`src/rtl/core/wgf_pkg.sv`:
```
// ----------------------------------------------------------------------------
// wgf_pkg
// Shared types, register indexes and helper functions for the widest free
// gap finder.
// ----------------------------------------------------------------------------
package wgf_pkg;

  localparam int ANGLE_W    = 8;
  localparam int DIST_W     = 12;
  localparam int CNT_W      = 7;
  localparam int CFG_ADDR_W = 1;
  localparam int CFG_DATA_W = 12;
  localparam int MAX_ITEMS_DEF = 64;

  localparam logic [DIST_W-1:0]  SAFE_DISTANCE_RST = 12'd30;
  localparam logic [ANGLE_W-1:0] MIN_GAP_WIDTH_RST = 8'd30;

  // register indexes on the config port
  localparam logic [CFG_ADDR_W-1:0] CFG_SAFE_DISTANCE = 1'b0;
  localparam logic [CFG_ADDR_W-1:0] CFG_MIN_GAP_WIDTH = 1'b1;

  typedef struct packed {
    logic [ANGLE_W-1:0] angle;
    logic [DIST_W-1:0]  distance;
    logic               new_scan;
    logic               descending;
  } wgf_in_t;

  typedef struct packed {
    logic               found;
    logic [ANGLE_W-1:0] center_angle;
  } wgf_out_t;

  // absolute angular span between two end angles
  function automatic logic [ANGLE_W-1:0] run_width(input logic [ANGLE_W-1:0] a,
                                                   input logic [ANGLE_W-1:0] b);
    run_width = (a > b) ? (a - b) : (b - a);
  endfunction

  // floor of the mean of the two end angles
  function automatic logic [ANGLE_W-1:0] run_centre(input logic [ANGLE_W-1:0] a,
                                                    input logic [ANGLE_W-1:0] b);
    logic [ANGLE_W:0] sum;
    sum = {1'b0, a} + {1'b0, b};
    run_centre = sum[ANGLE_W:1];
  endfunction

  // run of width w is a gap and beats the current best
  function automatic logic beats(input logic [ANGLE_W-1:0] w,
                                 input logic               valid,
                                 input logic [ANGLE_W-1:0] bw,
                                 input logic [ANGLE_W-1:0] min_w,
                                 input logic               later_wins);
    if (w == '0 || w < min_w) begin
      beats = 1'b0;
    end else if (!valid) begin
      beats = 1'b1;
    end else begin
      beats = (w > bw) || (later_wins && w == bw);
    end
  endfunction

endpackage

```
`src/rtl/core/wgf_tracker.sv`:
```
// ----------------------------------------------------------------------------
// wgf_tracker
// Per-scan run tracking state and the combinational result computation.
// ----------------------------------------------------------------------------
module wgf_tracker #(
  parameter int MAX_ITEMS = wgf_pkg::MAX_ITEMS_DEF
) (
  input  logic                         clk,
  input  logic                         rst_n,
  input  logic                         accept,
  input  wgf_pkg::wgf_in_t             item,
  input  logic [wgf_pkg::DIST_W-1:0]   safe_distance,
  input  logic [wgf_pkg::ANGLE_W-1:0]  min_gap_width,
  output wgf_pkg::wgf_out_t            result
);

  localparam logic [wgf_pkg::CNT_W-1:0] CAP = wgf_pkg::CNT_W'(MAX_ITEMS);
  localparam logic [wgf_pkg::CNT_W-1:0] CNT_ONE = wgf_pkg::CNT_W'(1);

  logic [wgf_pkg::CNT_W-1:0]   cnt_r, cnt_nxt, c_cnt;
  logic                        in_run_r, in_run_nxt, c_in_run;
  logic [wgf_pkg::ANGLE_W-1:0] start_r, start_nxt, c_start;
  logic [wgf_pkg::ANGLE_W-1:0] end_r, end_nxt, c_end;
  logic [wgf_pkg::ANGLE_W-1:0] best_w_r, best_w_nxt, c_best_w;
  logic [wgf_pkg::ANGLE_W-1:0] best_c_r, best_c_nxt, c_best_c;
  logic                        best_v_r, best_v_nxt, c_best_v;
  logic [wgf_pkg::ANGLE_W-1:0] close_w, open_w;

  always_comb begin
    // new scan mark clears the scan before the item is taken
    c_cnt    = item.new_scan ? '0   : cnt_r;
    c_in_run = item.new_scan ? 1'b0 : in_run_r;
    c_start  = item.new_scan ? '0   : start_r;
    c_end    = item.new_scan ? '0   : end_r;
    c_best_w = item.new_scan ? '0   : best_w_r;
    c_best_c = item.new_scan ? '0   : best_c_r;
    c_best_v = item.new_scan ? 1'b0 : best_v_r;

    cnt_nxt    = c_cnt;
    in_run_nxt = c_in_run;
    start_nxt  = c_start;
    end_nxt    = c_end;
    best_w_nxt = c_best_w;
    best_c_nxt = c_best_c;
    best_v_nxt = c_best_v;
    close_w    = wgf_pkg::run_width(c_start, c_end);

    if (c_cnt < CAP) begin
      cnt_nxt = c_cnt + CNT_ONE;
      if (item.distance > safe_distance) begin
        if (!c_in_run) begin
          start_nxt = item.angle;
        end
        in_run_nxt = 1'b1;
        end_nxt    = item.angle;
      end else if (c_in_run) begin
        if (wgf_pkg::beats(close_w, c_best_v, c_best_w, min_gap_width,
                           item.descending)) begin
          best_w_nxt = close_w;
          best_c_nxt = wgf_pkg::run_centre(c_start, c_end);
          best_v_nxt = 1'b1;
        end
        in_run_nxt = 1'b0;
      end
    end
  end

  // result: best closed run, overridden by the open run if it wins
  always_comb begin
    open_w              = wgf_pkg::run_width(start_nxt, end_nxt);
    result.found        = best_v_nxt;
    result.center_angle = best_v_nxt ? best_c_nxt : '0;
    if (in_run_nxt && wgf_pkg::beats(open_w, best_v_nxt, best_w_nxt, min_gap_width,
                                     item.descending)) begin
      result.found        = 1'b1;
      result.center_angle = wgf_pkg::run_centre(start_nxt, end_nxt);
    end
  end

  always_ff @(posedge clk) begin
    if (!rst_n) begin
      cnt_r    <= '0;
      in_run_r <= 1'b0;
      start_r  <= '0;
      end_r    <= '0;
      best_w_r <= '0;
      best_c_r <= '0;
      best_v_r <= 1'b0;
    end else if (accept) begin
      cnt_r    <= cnt_nxt;
      in_run_r <= in_run_nxt;
      start_r  <= start_nxt;
      end_r    <= end_nxt;
      best_w_r <= best_w_nxt;
      best_c_r <= best_c_nxt;
      best_v_r <= best_v_nxt;
    end
  end

  // count never passes capacity
  a_cnt_cap: assert property (@(posedge clk) disable iff (!rst_n)
    cnt_r <= CAP) else $error("item count beyond capacity");

  // a stored best is always a non-empty run, and none means zeroed fields
  a_best_nonzero: assert property (@(posedge clk) disable iff (!rst_n)
    best_v_r |-> best_w_r != '0) else $error("valid best of zero width");

  a_best_clear: assert property (@(posedge clk) disable iff (!rst_n)
    !best_v_r |-> (best_w_r == '0 && best_c_r == '0))
    else $error("stale best without valid");

  // an item at capacity leaves the count alone
  a_cap_hold: assert property (@(posedge clk) disable iff (!rst_n)
    (accept && !item.new_scan && cnt_r == CAP) |=> cnt_r == CAP)
    else $error("count moved at capacity");

endmodule

```
`src/rtl/core/wgf_out_stage.sv`:
```
// ----------------------------------------------------------------------------
// wgf_out_stage
// Result register with valid/stall handshake; back-pressures the input only
// while a held result is stalled.
// ----------------------------------------------------------------------------
module wgf_out_stage (
  input  logic              clk,
  input  logic              rst_n,
  input  logic              load,
  input  wgf_pkg::wgf_out_t load_data,
  output logic              busy,
  output logic              out_valid,
  input  logic              out_stall,
  output wgf_pkg::wgf_out_t out_data
);

  logic              valid_r, valid_nxt;
  wgf_pkg::wgf_out_t data_r;

  assign busy      = valid_r && out_stall;
  assign valid_nxt = load ? 1'b1 : (valid_r && out_stall);
  assign out_valid = valid_r;
  assign out_data  = data_r;

  always_ff @(posedge clk) begin
    if (!rst_n) begin
      valid_r <= 1'b0;
    end else begin
      valid_r <= valid_nxt;
    end
  end

  always_ff @(posedge clk) begin
    if (load) begin
      data_r <= load_data;
    end
  end

  // a load never overwrites a result that is stalled
  a_no_overwrite: assert property (@(posedge clk) disable iff (!rst_n)
    load |-> !(valid_r && out_stall)) else $error("held result overwritten");

  // a loaded item is presented the next cycle
  a_load_shows: assert property (@(posedge clk) disable iff (!rst_n)
    load |=> valid_r) else $error("loaded item not shown");

  // with nothing loaded, a taken result leaves the stage empty
  a_drain: assert property (@(posedge clk) disable iff (!rst_n)
    (valid_r && !out_stall && !load) |=> !valid_r) else $error("result repeated");

endmodule

```
`src/rtl/core/widest_free_gap_finder_top.sv`:
```
// ----------------------------------------------------------------------------
// widest_free_gap_finder_top
// Tracks free runs of range detections within a scan and reports, for every
// detection, the centre of the widest acceptable gap seen so far.
// ----------------------------------------------------------------------------
//
//  channel  | direction | handshake           | payload
//  ---------+-----------+---------------------+------------------------------
//  in_      | input     | in_valid / in_stall | wgf_in_t  (angle, distance,
//           |           |                     |   new_scan, descending)
//  out_     | output    | out_valid/out_stall | wgf_out_t (found, center_angle)
//  cfg_     | input     | cfg_we              | cfg_addr, cfg_wdata
//
//  - One item per cycle unless stalled; each result appears in the cycle after
//    its item is taken. The whole update (clear, run open/close, best compare,
//    open-run compare) is one logic pass into tracker state and result register.
//  - in_stall rises only while a finished result is held under out_stall.
//  - rst_n (synchronous) empties the scan, drops any held result and sets
//    safe_distance and min_gap_width to 30.
//  - Config writes take effect on the next edge; write only when idle.
//
module widest_free_gap_finder_top #(
  parameter int MAX_ITEMS = wgf_pkg::MAX_ITEMS_DEF
) (
  input  logic                            clk,
  input  logic                            rst_n,
  // detection input
  input  logic                            in_valid,
  output logic                            in_stall,
  input  wgf_pkg::wgf_in_t                in_data,
  // result output
  output logic                            out_valid,
  input  logic                            out_stall,
  output wgf_pkg::wgf_out_t               out_data,
  // register writes
  input  logic                            cfg_we,
  input  logic [wgf_pkg::CFG_ADDR_W-1:0]  cfg_addr,
  input  logic [wgf_pkg::CFG_DATA_W-1:0]  cfg_wdata
);

  logic [wgf_pkg::DIST_W-1:0]  safe_distance_r;
  logic [wgf_pkg::ANGLE_W-1:0] min_gap_width_r;
  logic                        in_accept;
  logic                        out_busy;
  wgf_pkg::wgf_out_t           result;

  // an item is taken unless the result register is full and stalled
  assign in_stall  = out_busy;
  assign in_accept = in_valid && !out_busy;

  // configuration registers
  always_ff @(posedge clk) begin
    if (!rst_n) begin
      safe_distance_r <= wgf_pkg::SAFE_DISTANCE_RST;
      min_gap_width_r <= wgf_pkg::MIN_GAP_WIDTH_RST;
    end else if (cfg_we) begin
      case (cfg_addr)
        wgf_pkg::CFG_SAFE_DISTANCE: begin
          safe_distance_r <= cfg_wdata[wgf_pkg::DIST_W-1:0];
        end
        wgf_pkg::CFG_MIN_GAP_WIDTH: begin
          min_gap_width_r <= cfg_wdata[wgf_pkg::ANGLE_W-1:0];
        end
        default: begin
          safe_distance_r <= safe_distance_r;
        end
      endcase
    end
  end

  // run tracking and result computation
  wgf_tracker #(
    .MAX_ITEMS (MAX_ITEMS)
  ) u_tracker (
    .clk           (clk),
    .rst_n         (rst_n),
    .accept        (in_accept),
    .item          (in_data),
    .safe_distance (safe_distance_r),
    .min_gap_width (min_gap_width_r),
    .result        (result)
  );

  // result register
  wgf_out_stage u_out (
    .clk       (clk),
    .rst_n     (rst_n),
    .load      (in_accept),
    .load_data (result),
    .busy      (out_busy),
    .out_valid (out_valid),
    .out_stall (out_stall),
    .out_data  (out_data)
  );

  // no gap means centre reads as zero
  a_zero_centre: assert property (@(posedge clk) disable iff (!rst_n)
    out_valid |-> (out_data.found || out_data.center_angle == '0))
    else $error("centre set without a gap");

  // the input is held off only by a stalled, pending result
  a_stall_cause: assert property (@(posedge clk) disable iff (!rst_n)
    in_stall |-> (out_valid && out_stall)) else $error("spurious input stall");

  // every taken item leaves a result on the output next cycle
  a_item_result: assert property (@(posedge clk) disable iff (!rst_n)
    in_accept |=> out_valid) else $error("taken item produced no result");

endmodule
```
`config.mk`:
```
export PLATFORM = sky130hd
export DESIGN_NAME = widest_free_gap_finder_top
export DESIGN_NICKNAME = d
export VERILOG_FILES = /design/src/rtl/core/wgf_pkg.sv /design/src/rtl/core/wgf_tracker.sv /design/src/rtl/core/wgf_out_stage.sv /design/src/rtl/core/widest_free_gap_finder_top.sv
export SDC_FILE = /design/constraint.sdc
export NUM_CORES = 1
export LEC_CHECK = 0
export BUFFER_PORTS_ARGS = -buffer_cell sky130_fd_sc_hd__buf_2
export CAP_MARGIN = 15
export CORE_AREA = 2 2 111 113
export CTS_BUF_LIST = sky130_fd_sc_hd__clkbuf_8 sky130_fd_sc_hd__clkbuf_16
export DETAILED_ROUTE_END_ITERATION = 8
export DIE_AREA = 0 0 113 115
export PLACE_DENSITY = 0.85
export RECOVER_POWER = 25
export SLEW_MARGIN = 5
export SYNTH_ARGS = -nofsm -noshare
export SYNTH_HDL_FRONTEND = slang
export SYNTH_SLANG_ARGS = --single-unit
```
`constraint.sdc`:
```
create_clock -name clk -period 8.9 [get_ports clk]
set_input_delay 0.89 -clock clk [delete_from_list [all_inputs] [get_ports clk]]
set_output_delay 0.89 -clock clk [all_outputs]
set_load 0.02 [all_outputs]
```
Word-level counts from Yosys, hierarchy flattened --
Index checks and enable logic that the tools add are counted.
Word-level totals: bits in read-only memories 0, memories kept 0, output and inout port bits 11, latch bits 0, bits in writable memories 0, input bits 40, logic and storage cells 83, register bits after elaboration 71
Operators by class: add/subtract/negate cells 7, equality and inequality tests 2, divide/modulo/power cells 0, reduce and logical (&&, ||, !) cells 14, muxes and demuxes 39, bitwise logic cells 1, order comparisons 8, multiply operators 0, shift-type cells 0
Operators with widths (number):
- two-way mux 8 bit | 21
- > comparator 8 bit | 4
- subtractor 8 bit | 4
- adder 8 x 8 -> 9 bit | 2
- == test 8 bit | 2
- zero test 8 bit | 2
- < comparator 8 bit | 2
- two-way mux 1 bit | 16
- two-way mux 7 bit | 2
- > comparator 12 bit | 1
- adder 7 x 1 -> 7 bit (second input constant) | 1
- < comparator 7 bit (second input constant) | 1
- logical AND 1 bit | 5
- logical OR 1 bit | 4
- AND reduction 2 bit | 2
- zero test 1 bit | 1
- inverter 1 bit | 1

Logic depth before layout (Yosys ltp) --
word-level depth 22, mapped depth 36, gate-level depth less buffers 30

Modules after synthesis --
A second synthesis with hierarchy kept.
Second synthesis, totals: cells, all modules 845, area, all modules 6964.2 um2
Modules (own cells, without submodules):
- wgf_tracker | seq. area each 820.8 um2, instances 1, area an instance 5831.8 um2, cells each 746
- widest_free_gap_finder_top | seq. area each 400.4 um2, instances 1, area an instance 825.8 um2, cells each 87
- wgf_out_stage | seq. area each 290.3 um2, instances 1, area an instance 306.5 um2, cells each 12

Worst setup path before layout --
No wires, ideal clock.
kind input to register, from input port in_data[1] (netlist bit), to register u_out.data_r (netlist bit u_out.out_data[7]) (data pin), setup time 164 ps, path buffers 4, stages 33, setup slack 896 ps, arrival 7840 ps, required time 8736 ps, cells stage by stage clkinv_1 > clkbuf_1 > clkbuf_1 > clkbuf_1 > nand2_1 > ha_1 > fa_1 > nand2b_1 > a21oi_1 > o311ai_4 > nand2_4 > mux2i_1 > xnor2_1 > inv_1 > ha_1 > a21o_1 > a21o_1 > a2111oi_0 > nand2_1 > a22oi_1 > o221ai_2 > nand3_1 > mux2i_1 > ha_1 > nor2b_1 > o21a_1 > o21a_1 > o21ai_0 > a21oi_1 > o21ai_1 > clkbuf_1 > o21ai_0 > o221ai_1
RTL lines:
- from (decl) | line widest_free_gap_finder_top.sv:30 | input wgf_pkg::wgf_in_t in_data,
- to (signal assigned) | line wgf_out_stage.sv:35 | data_r <= load_data;
- to (decl) | line wgf_out_stage.sv:18 | wgf_pkg::wgf_out_t data_r;

==> flow_summary.yaml <==
status:
  status: "finished with violations"
  failed_checks: "max-capacitance violations, max-slew violations"
worst_setup_path:
  cp-start-kind: "input pin"
  worst-r2r-cell-count: 28
  cpMaxStageDelayCell: "o221ai_2"
  end_kind: "register"
  required_ps: 8980
  cp_max_fo: 18
  worst_path_most_repeated_cell: "ha_1"
  critPathArrivalTime_ps: 8140
  slowest_delay_ps: 700
  critPathKind: "input pin to register"
routing:
  postRouteAntennaNets: 0
  routed_wl_mm: 19.64
  first_pass_iters: 6
  num_vias: 6985
  drc: 0
  dr.first_iter.drc_count: 617
  via_per_inst: 6.553
  wl_per_cell_um: 18.42
clock_network:
  cts_setup_buffers: 0
  clkTransAtPathRegs_ps: 60
  cts-root-buf: "clkbuf_16"
  cts-hold-fix-buffers: 0
  cts_made_buffers: 9
  cts_resized: 0
  cts_tree: "built"
  cts_max_path_buffers: 2
  clk_latency_ps: 360
  htree_levels: 3
  cts.sinks: 71
timing:
  maxSlewViolCount: 34
  holdWs_ps: 455.6
  fin_skew_ps: 8.346
  setup_viol: 0
  slew_headroom_pct: -12.96
  tns_ps: 0
  fmax_ghz: 0.1241
  post-route-period-util_pct: 90.51
  setup_slack_ps: 844.9
  rsz0062_at_grt: "no"
  hold_viol: 0
  period_minus_slack_ps: 8055
  worst_pin_slew_ps: 1694
global_routing:
  antenna_found_initial: 0
  overflow: 0
  grt_pass1_wl_mm: 31.57
  track_usage_pct: 30.20
  grt_max_degree: 49
  grt_pass1_vias: 6325
placed_design:
  dpl.cell_count: 1050
  routabilityCongestion: 0.9169
  dp_hpwl_mm: 14.36
  dp_slack_ps: 709.2
  port_buffers: 50
  place_area_um2: 7231
job:
  cap_viol_max_count: 1
final_layout:
  design_area_um2: 7511
  finalCoreUtilization_pct: 63.59
  drive_above_1_share_pct: 9.576
  final_cell_mix: "nand2_1, ha_1, inv_1"
  n_antenna_cell: 0
  syn2layout_area_growth_pct: 8.338
  nets: 1048
  stdcell_count: 1066
  layout_commonest_cell: "nand2_1"
worst_hold_path:
  holdPathStages: 2
  hold_path.class: "register to register"
pwr:
  power.density_nw_per_um2: 196.3
  total_power_mw: 1.474
  ir_drop_uv: 102.7
  leakagePower_nw: 3.202
yosys:
  ys_seq_area_share_pct: 21.80
  yosysWarnings: 0
  synth_area_um2: 6933
  syn_nets: 1022
  ys_seq_elements: 71
  synthesis.instances: 889
  synth_edf_count: 9
  postSynthAreaPerCell_um2: 7.799
  synth.distinct_cells: 79
  async_reset_ff_share_pct: 0
  ys.flop_type: "dfxtp_1"
floorplan:
  ios: 51
  chipWidth_um: 113
  row_count: 40
  die-area_um2: 13000
  start_util_pct: 58.70
  core-area_um2: 11810
  fp.dieH_um: 115
-- worst max-delay path, delay by kind of cell --
kind,cells,cell delay (ps)
AOI/OAI and AO/OA,14,3030
buffers and inverters,5,900
xor gates and xnor gates,1,540
and+or+nand+nor,6,1230
muxes,1,200
adders and majority gates,4,1320
-- metal layers --
metal  vias up  track usage (%)  wire (um)
met3        45            6.695       1947
met5         -                0          0
met1      3260            40.66       8302
met4         0            9.593        375
met2       371            48.58       9010
li1       3309                -          -
-- Yosys cell counts, types with 3 or more instances --
cell type  count  area, um2
nand2_1       93      349.1
a31oi_1       18      112.6
o21ai_0       37      185.2
or3_1          8      50.05
xnor2_1       17      148.9
fa_1           6      120.1
a22oi_1       10      75.07
nand2b_1       6      37.54
o311a_1        3      30.03
a21oi_1       74      370.4
o21bai_1       7      52.55
edfxtp_1       9      270.3
o221ai_1      17      148.9
nor2_1        59      221.5
dfxtp_1       62       1241
a2111oi_0      4      35.03
buf_1          3      11.26
mux2i_1        6      60.06
o22ai_1        6      37.54
clkbuf_1      29      108.9
buf_6          4      45.04
ha_1          87       1089
a21o_1        13      97.59
buf_4          5      37.54
o21ai_1        3      15.01
or4_1          8      60.06
a211o_1        5      43.79
inv_1         78      292.8
nand4_1       18      112.6
and2_1         9      56.30
o21a_1        16      120.1
nor2b_1       17      106.4
o31a_1         3      26.28
o31ai_1        4      30.03
a211oi_1      22      165.2
nor3_1        11      55.05
nand3_1       18      90.09
buf_2          7      35.03
and4_1         4      35.03
nor4_1         3      18.77
and3_1        11      68.82
o211ai_1      22      165.2
-- worst paths after layout --
| path | startpoint | end | slack [ps] |
|---|---|---|---|
| max reg2reg | u_tracker.start_r[1]$_SDFFE_PN0P_ | u_out.out_data[7]$_DFFE_PP_ | 1350 |
| max | in_data[1] | u_out.out_data[7]$_DFFE_PP_ | 840 |
| min reg2reg | safe_distance_r[8]$_SDFFE_PN0P_ | safe_distance_r[8]$_SDFFE_PN0P_ | 460 |
| min | safe_distance_r[8]$_SDFFE_PN0P_ | safe_distance_r[8]$_SDFFE_PN0P_ | 460 |
-- registers in the layout, summed over array words and instances, names as in the netlist, 7 cells and up --
register	cells
u_tracker.end_r	8
u_tracker.best_c_r	8
min_gap_width_r	8
safe_distance_r	12
u_tracker.cnt_r	7
u_tracker.start_r	8
u_tracker.best_w_r	8
u_out.out_data	9
-- power by group --
part | total, mW | switching, mW | internal [mW]
Sequential | 0.367 | 0.0132 | 0.354
Combinational | 0.733 | 0.462 | 0.270
Clock | 0.375 | 0.157 | 0.218
Total | 1.47 | 0.633 | 0.842
-- cells by family (layout without fill, tap and decap cells) --
| group | after synthesis | in the layout | share of synthesized area, % |
|---|---|---|---|
| AOI/OAI and AO/OA | 292 | 292 | 29.54 |
| and+or+nand+nor | 278 | 278 | 19.69 |
| buffers and inverters | 127 | 157 | 7.706 |
| adders and majority gates | 93 | 93 | 17.43 |
| DFF | 71 | 71 | 21.80 |
| xor gates and xnor gates | 20 | 20 | 2.635 |
| muxes | 8 | 8 | 1.191 |
-- final cells by class --
type	count	area, um2
tap	147	183.9
fill	1041	4300
sequential	71	1511
clock inverter	6	67.56
multi-input combinational	691	4898
clock buffer	9	225.2
timing repair buffer	63	327.8
inverter	79	296.5
No activity file was read; power rests on OpenSTA's default activity.
